**src/rtl/core/vaps_pkg.sv**
```systemverilog
// ----------------------------------------------------------------------------
// vaps_pkg
// Shared types and codes for the voice allocator.
// ----------------------------------------------------------------------------
`default_nettype none
package vaps_pkg;
  localparam logic [1:0] OP_PLAY  = 2'd0;
  localparam logic [1:0] OP_STOP  = 2'd1;
  localparam logic [1:0] OP_TICK  = 2'd2;
  localparam logic [1:0] OP_QUERY = 2'd3;

  localparam logic [1:0] ST_OK      = 2'd0;
  localparam logic [1:0] ST_BAD     = 2'd1;
  localparam logic [1:0] ST_NOVOICE = 2'd2;

  typedef struct packed {
    logic       start;
    logic       scan_free;
    logic       scan_steal;
    logic       scan_tick;
    logic       finish;
  } vaps_cmd_t;

  typedef struct packed {
    logic       scan_last;
  } vaps_sts_t;
endpackage
`default_nettype wire

```
**src/rtl/core/vaps_ctrl.sv**
```systemverilog
// ----------------------------------------------------------------------------
// vaps_ctrl
// Sequencer: accepts an item, walks the voice table for play and tick, presents the result.
// ----------------------------------------------------------------------------
`default_nettype none
module vaps_ctrl (
  input  wire logic               clk_i,
  input  wire logic               rst_ni,
  input  wire logic               in_valid,
  output logic                    in_stall,
  output logic                    out_valid,
  input  wire logic               out_stall,
  input  wire logic [1:0]         opcode_i,
  output vaps_pkg::vaps_cmd_t     cmd_o,
  input  wire vaps_pkg::vaps_sts_t sts_i
);
  import vaps_pkg::*;

  typedef enum logic [2:0] {S_IDLE, S_FREE, S_STEAL, S_TICK, S_FIN, S_OUT} state_e;
  state_e state_q;

  logic accept;
  assign accept    = in_valid && !in_stall;
  assign in_stall  = !(state_q == S_IDLE || (state_q == S_OUT && !out_stall));
  assign out_valid = (state_q == S_OUT);

  always_comb begin
    cmd_o            = '0;
    cmd_o.start      = accept;
    cmd_o.scan_free  = (state_q == S_FREE);
    cmd_o.scan_steal = (state_q == S_STEAL);
    cmd_o.scan_tick  = (state_q == S_TICK);
    cmd_o.finish     = (state_q == S_FIN);
  end

  always_ff @(posedge clk_i or negedge rst_ni) begin
    if (!rst_ni) begin
      state_q <= S_IDLE;
    end else begin
      case (state_q)
        S_FREE:  if (sts_i.scan_last) state_q <= S_STEAL;
        S_STEAL: if (sts_i.scan_last) state_q <= S_FIN;
        S_TICK:  if (sts_i.scan_last) state_q <= S_FIN;
        S_FIN:   state_q <= S_OUT;
        S_IDLE, S_OUT: begin
          if (accept) begin
            case (opcode_i)
              OP_PLAY: state_q <= S_FREE;
              OP_TICK: state_q <= S_TICK;
              default: state_q <= S_FIN;
            endcase
          end else if (state_q == S_OUT && !out_stall) begin
            state_q <= S_IDLE;
          end
        end
        default: state_q <= S_IDLE;
      endcase
    end
  end
endmodule
`default_nettype wire

```
**config.mk**
```make
export PLATFORM = sky130hd
export DESIGN_NAME = vaps_ctrl
export DESIGN_NICKNAME = d
export VERILOG_FILES = /design/src/rtl/core/vaps_pkg.sv /design/src/rtl/core/vaps_ctrl.sv
export SDC_FILE = /design/constraint.sdc
export NUM_CORES = 1
export LEC_CHECK = 0
export ABC_AREA = 1
export ABC_CLOCK_PERIOD_IN_PS = 1300
export BUFFER_PORTS_ARGS = -buffer_cell sky130_fd_sc_hd__buf_4
export CORE_AREA = 2 2 39 41
export DETAILED_ROUTE_END_ITERATION = 12
export DIE_AREA = 0 0 41 43
export PLACE_DENSITY_LB_ADDON = 0.08
export SYNTH_ARGS = -nofsm -noshare
export SYNTH_HDL_FRONTEND = slang
export SYNTH_SLANG_ARGS = --single-unit
```
**constraint.sdc**
```tcl
create_clock -name clk_i -period 1.3 [get_ports clk_i]
set_input_delay 0.065 -clock clk_i [delete_from_list [all_inputs] [get_ports clk_i]]
set_output_delay 0.065 -clock clk_i [all_outputs]
set_load 0.1 [all_outputs]
```
== After elaboration in Yosys (flattened, before gate mapping) ==
Cells that the tools add are included.

* Bits of input ports: 7
* Register bits after elaboration: 3

* Equal/unequal tests: 9
* Reductions and logical operators: 10
* Mux-type cells: 6

{| class="wikitable"
|+ Operator list
! kind !! number
|-
| two-way mux 3 bit || 4
|-
| case mux 3 bit (4 select lines) || 1
|-
| equality test 3 x 2 -> 1 bit (second input constant) || 2
|-
| equality test 3 bit (second input constant) || 2
|-
| case mux 3 bit (2 select lines) || 1
|-
| != test 2 x 1 -> 1 bit (second input constant) || 2
|-
| OR reduction 2 bit || 2
|-
| equality test 3 x 1 -> 1 bit (second input constant) || 1
|-
| zero test 3 bit || 1
|-
| != test 3 bit (second input constant) || 1
|-
| AND reduction 3 bit || 1
|-
| equality test 2 bit (second input constant) || 1
|-
| logical AND 1 bit || 2
|-
| zero test 1 bit || 2
|-
| zero test 2 bit || 1
|-
| logical OR 1 bit || 1
|}

== Logic depth before layout (Yosys ltp) ==
* Word-level depth: 6
* Depth in mapped cells: 8

== Worst setup path after synthesis ==
No wires, ideal clock.

* Path type: register -> register
* Start: register state_q[1]
* End: register state_q[1]
* Period minus slack after synthesis: 2.197 ns
* Arrival: 2.132 ns
* Data required time: 1.235 ns
* Path slack: -0.897 ns
* Cell stages (with the launch flop): 8
* Cells stage by stage: dfrtp_1 inv_2 nand2_2 nor2_1 inv_1 nand2_1 nand2_1 nand2_1

{| class="wikitable"
|+ RTL lines
! what !! line !! text
|-
| start: declaration || vaps_ctrl.sv:20 || <nowiki>state_e state_q;</nowiki>
|-
| start signal: assignment || vaps_ctrl.sv:38 || <nowiki>state_q <= S_IDLE;</nowiki>
|-
| start signal: assignment || vaps_ctrl.sv:41 || <nowiki>S_FREE: if (sts_i.scan_last) state_q <= S_STEAL;</nowiki>
|-
| start signal: assignment || vaps_ctrl.sv:42 || <nowiki>S_STEAL: if (sts_i.scan_last) state_q <= S_FIN;</nowiki>
|}

==> results.txt <==
- The flow ran to the end, but the final reports show violations.
* Failing checks: setup timing
* Maximum fanout count along the critical path: 4
- Synthesized netlist cell count: 49
* Top cells by area in the synthesized netlist: dfrtp_1 24%, nand2_1 12%, inv_1 9.5%
- CTS tree: built
- The register with the most flip-flops in the layout has 3 of them.
- The number of antenna diodes in the final layout is 0.
- STA classifies the critical path startpoint as a flip-flop.
- H-tree levels: 1
* Critical setup path kind: reg2out
- The floorplan step defined a die boundary enclosing 1760 sq um.
- YS warnings: 0
* TritonCTS sink count: 3
- After detailed routing, the met2 layer carries 417 um of wire.
- Maximum number of pins on one net before global-route repair: 7
- Post-synth EDFFs: 0
* Initial core utilization: 0.228
- DR iter-0 viols: 0
- Final setup violation count: 6
- Once routing completed, OpenROAD measured the worst setup slack at -0.0946 ns.
- STA puts the critical path data required time at 1.24 ns.
* Layout overhead on the synthesized area: 107%
- Total Nets Final: 81
- Cell Rows: 14
* Highest metal layer with signal wires: met3
- Clk buf depth: 2
* Via count: 360
* Yosys top cell by area: dfrtp_1
- STA classifies the critical path endpoint as an output port.
- Arrival time at the worst endpoint: 1.33 ns
- Counting every net in the synthesized netlist gives 56.
- Total met3 wirelength after detailed routing: 43 um
* Detailed-router iteration count before antenna repair: 1
- In this run the cell area of the synthesized design comes to 315 sq um.
- After synthesis, the mean cell area works out to 6.43 sq um.
- The largest registers in the layout are state_q x3.
- Insertion delay of the later-clocked pin in the worst-skew pair: 0.23 ns
* Clock period minus worst slack: 1.39 ns
* Cts bufs inserted: 3
- Maximum clock skew at final layout: 0.00432 ns
* Post-route DRC: 0
- After clock tree synthesis, the clock-pin slew on the worst setup and hold paths is 0.04 ns.
- Met1 layer wirelength in the final routing: 311 um
- The final number of max-transition violations is 0.
- Routed via count divided by cell count: 4.04
- Of the cells placed in the final design, the portion with a size suffix greater than 1 is 0.630.
* Max-cap violations: 0
- Register with the most flip-flops: state_q
- During placement, the flow inserted port buffers numbering 13.
- Worst min-delay path category: in2reg
- Most frequent cell after synthesis: nand2_1
* Final WL: 773 um
* Average wire per cell in the routed design: 8.69 um
- In this run, placement finished with an instance count of 80.
- Counting flops and latches in the post-synthesis netlist gives 3.
* Share of the clock period used by the worst path: 1.07
- In this run the remaining antenna-violating nets after routing total 0.
- The initial antenna violation count came to 0.
* Post-synthesis async set-or-reset flop share: 1.00
- Number of ports placed on the die boundary: 14
- From bottom edge to top edge, the die measures 43 um.
- Final instance count without filler cells: 89
* Overall track demand over capacity in global routing: 0.108
- RD Place Congestion: 0.764
- Number of distinct standard cells referenced by the synthesized netlist: 17
* Sequential area share after synthesis: 0.238
- Global routing finished with a remaining overflow of 0.
- The first global-routing pass estimated 1.29 mm of wire.
- In this run the horizontal extent of the chip is 41 um.
- The most used flip-flop cell after synthesis is dfrtp_1.
* Highest achievable clock rate: 717 MHz
- The share of synthesized area in the top cell type comes to 0.238.
- Sum of net half-perimeters after detailed placement: 618 um
* Count of endpoints failing hold in the final timing report: 0
* Commonest cells in the netlist: 10 x nand2_1, 8 x inv_1, 6 x nor2_1, 4 x nand2_2
- Setup repair after global routing could not meet its margin everywhere.
- The via count of the first global-routing pass came to 345.
- Cell at the root of the clock tree: clkbuf_4
* Relative max-transition margin: 0.811
- Core area: 1380 sq um
- Worst-margin pin slew: 0.282 ns
## metrics by stage
step / hold slack, ns / util / TNS, ns / setup WS (ns) / cell area [sq um]
global route: 0.114 / 0.471 / -0.810 / -0.170 / 652
floorplan: -0.231 / - / -1.56 / -0.438 / 349
global placement: -0.144 / 0.348 / -0.0180 / -0.0180 / 482
detailed placement: -0.146 / 0.348 / 0 / 0.00186 / 482
CTS: 0.0882 / 0.439 / -0.325 / -0.104 / 608
finish: 0.0938 / 0.471 / -0.249 / -0.0946 / 652
## per-layer routing
metal  up-vias  global-route usage
li1        196                   -
met1       155               0.126
met2         9               0.175
met3         0                   0
met4         0              0.0800
met5         -                   0
## cell usage in the layout (no fill, tap or decap)
| cell type | n |
|---|---|
| nor2_4 | 4 |
| inv_4 | 1 |
| nand2_4 | 3 |
| o21bai_1 | 1 |
| dlygate4sd3_1 | 1 |
| nor2_2 | 4 |
| clkbuf_4 | 3 |
| nor3_1 | 1 |
| buf_4 | 12 |
| buf_12 | 5 |
| nand3_1 | 2 |
| nand2_1 | 10 |
| clkinvlp_4 | 1 |
| o21ai_4 | 1 |
| nand2_2 | 1 |
| o21bai_4 | 1 |
| inv_1 | 6 |
| nor2_1 | 3 |
| or2_1 | 1 |
| nor3_4 | 1 |
| nand4_1 | 1 |
| inv_2 | 3 |
| clkbuf_1 | 1 |
| buf_6 | 3 |
| dfrtp_2 | 3 |
## repair_timing
action                                  4_1_cts  5_1_grt
hold buffers                                  1        0
hold endpoints to repair                      3        0
pin swaps                                     3        9
endpoints found under the setup margin        6       10
buffers inserted                              4        1
resized for setup                            17        9
## layout make-up
cell class / instances / area [sq um]
clock buffer: 4 / 26.3
fill: 154 / 732
timing repair buffer: 21 / 234
inverter: 11 / 47.5
multi-input combinational: 34 / 245
tap: 16 / 20.0
sequential: 3 / 78.8
## cells by family (layout without fill, tap and decap cells)
group,Yosys count,count (layout),synth area share
DFF,3,3,0.238
buffers and inverters,12,36,0.155
and+or+nand+nor,31,31,0.520
AOI/OAI and AO/OA,3,3,0.0873
## path summary, 6_finish.rpt
check,from,endpoint,slack [ns],cells past startpoint
max,state_q[1],cmd_o[4],-0.09,6
min,sts_i,state_q[1],0.09,3
max reg2reg,state_q[1],state_q[1],-0.01,8
min reg2reg,state_q[2],state_q[2],0.59,2
max in group asynchronous,rst_ni,state_q[0],1.04,2
min in group asynchronous,rst_ni,state_q[1],0.15,2
## critical path, cell delays in order, from the launching register on
cell	delay, ns
dfrtp_2	0.44
inv_2	0.08
nand4_1	0.15
nand2_4	0.14
nand2_4	0.05
inv_2	0.06
buf_12	0.16
Power is not shown: default switching activity piles up to over one toggle a cycle in this logic, so the estimate is an artifact.
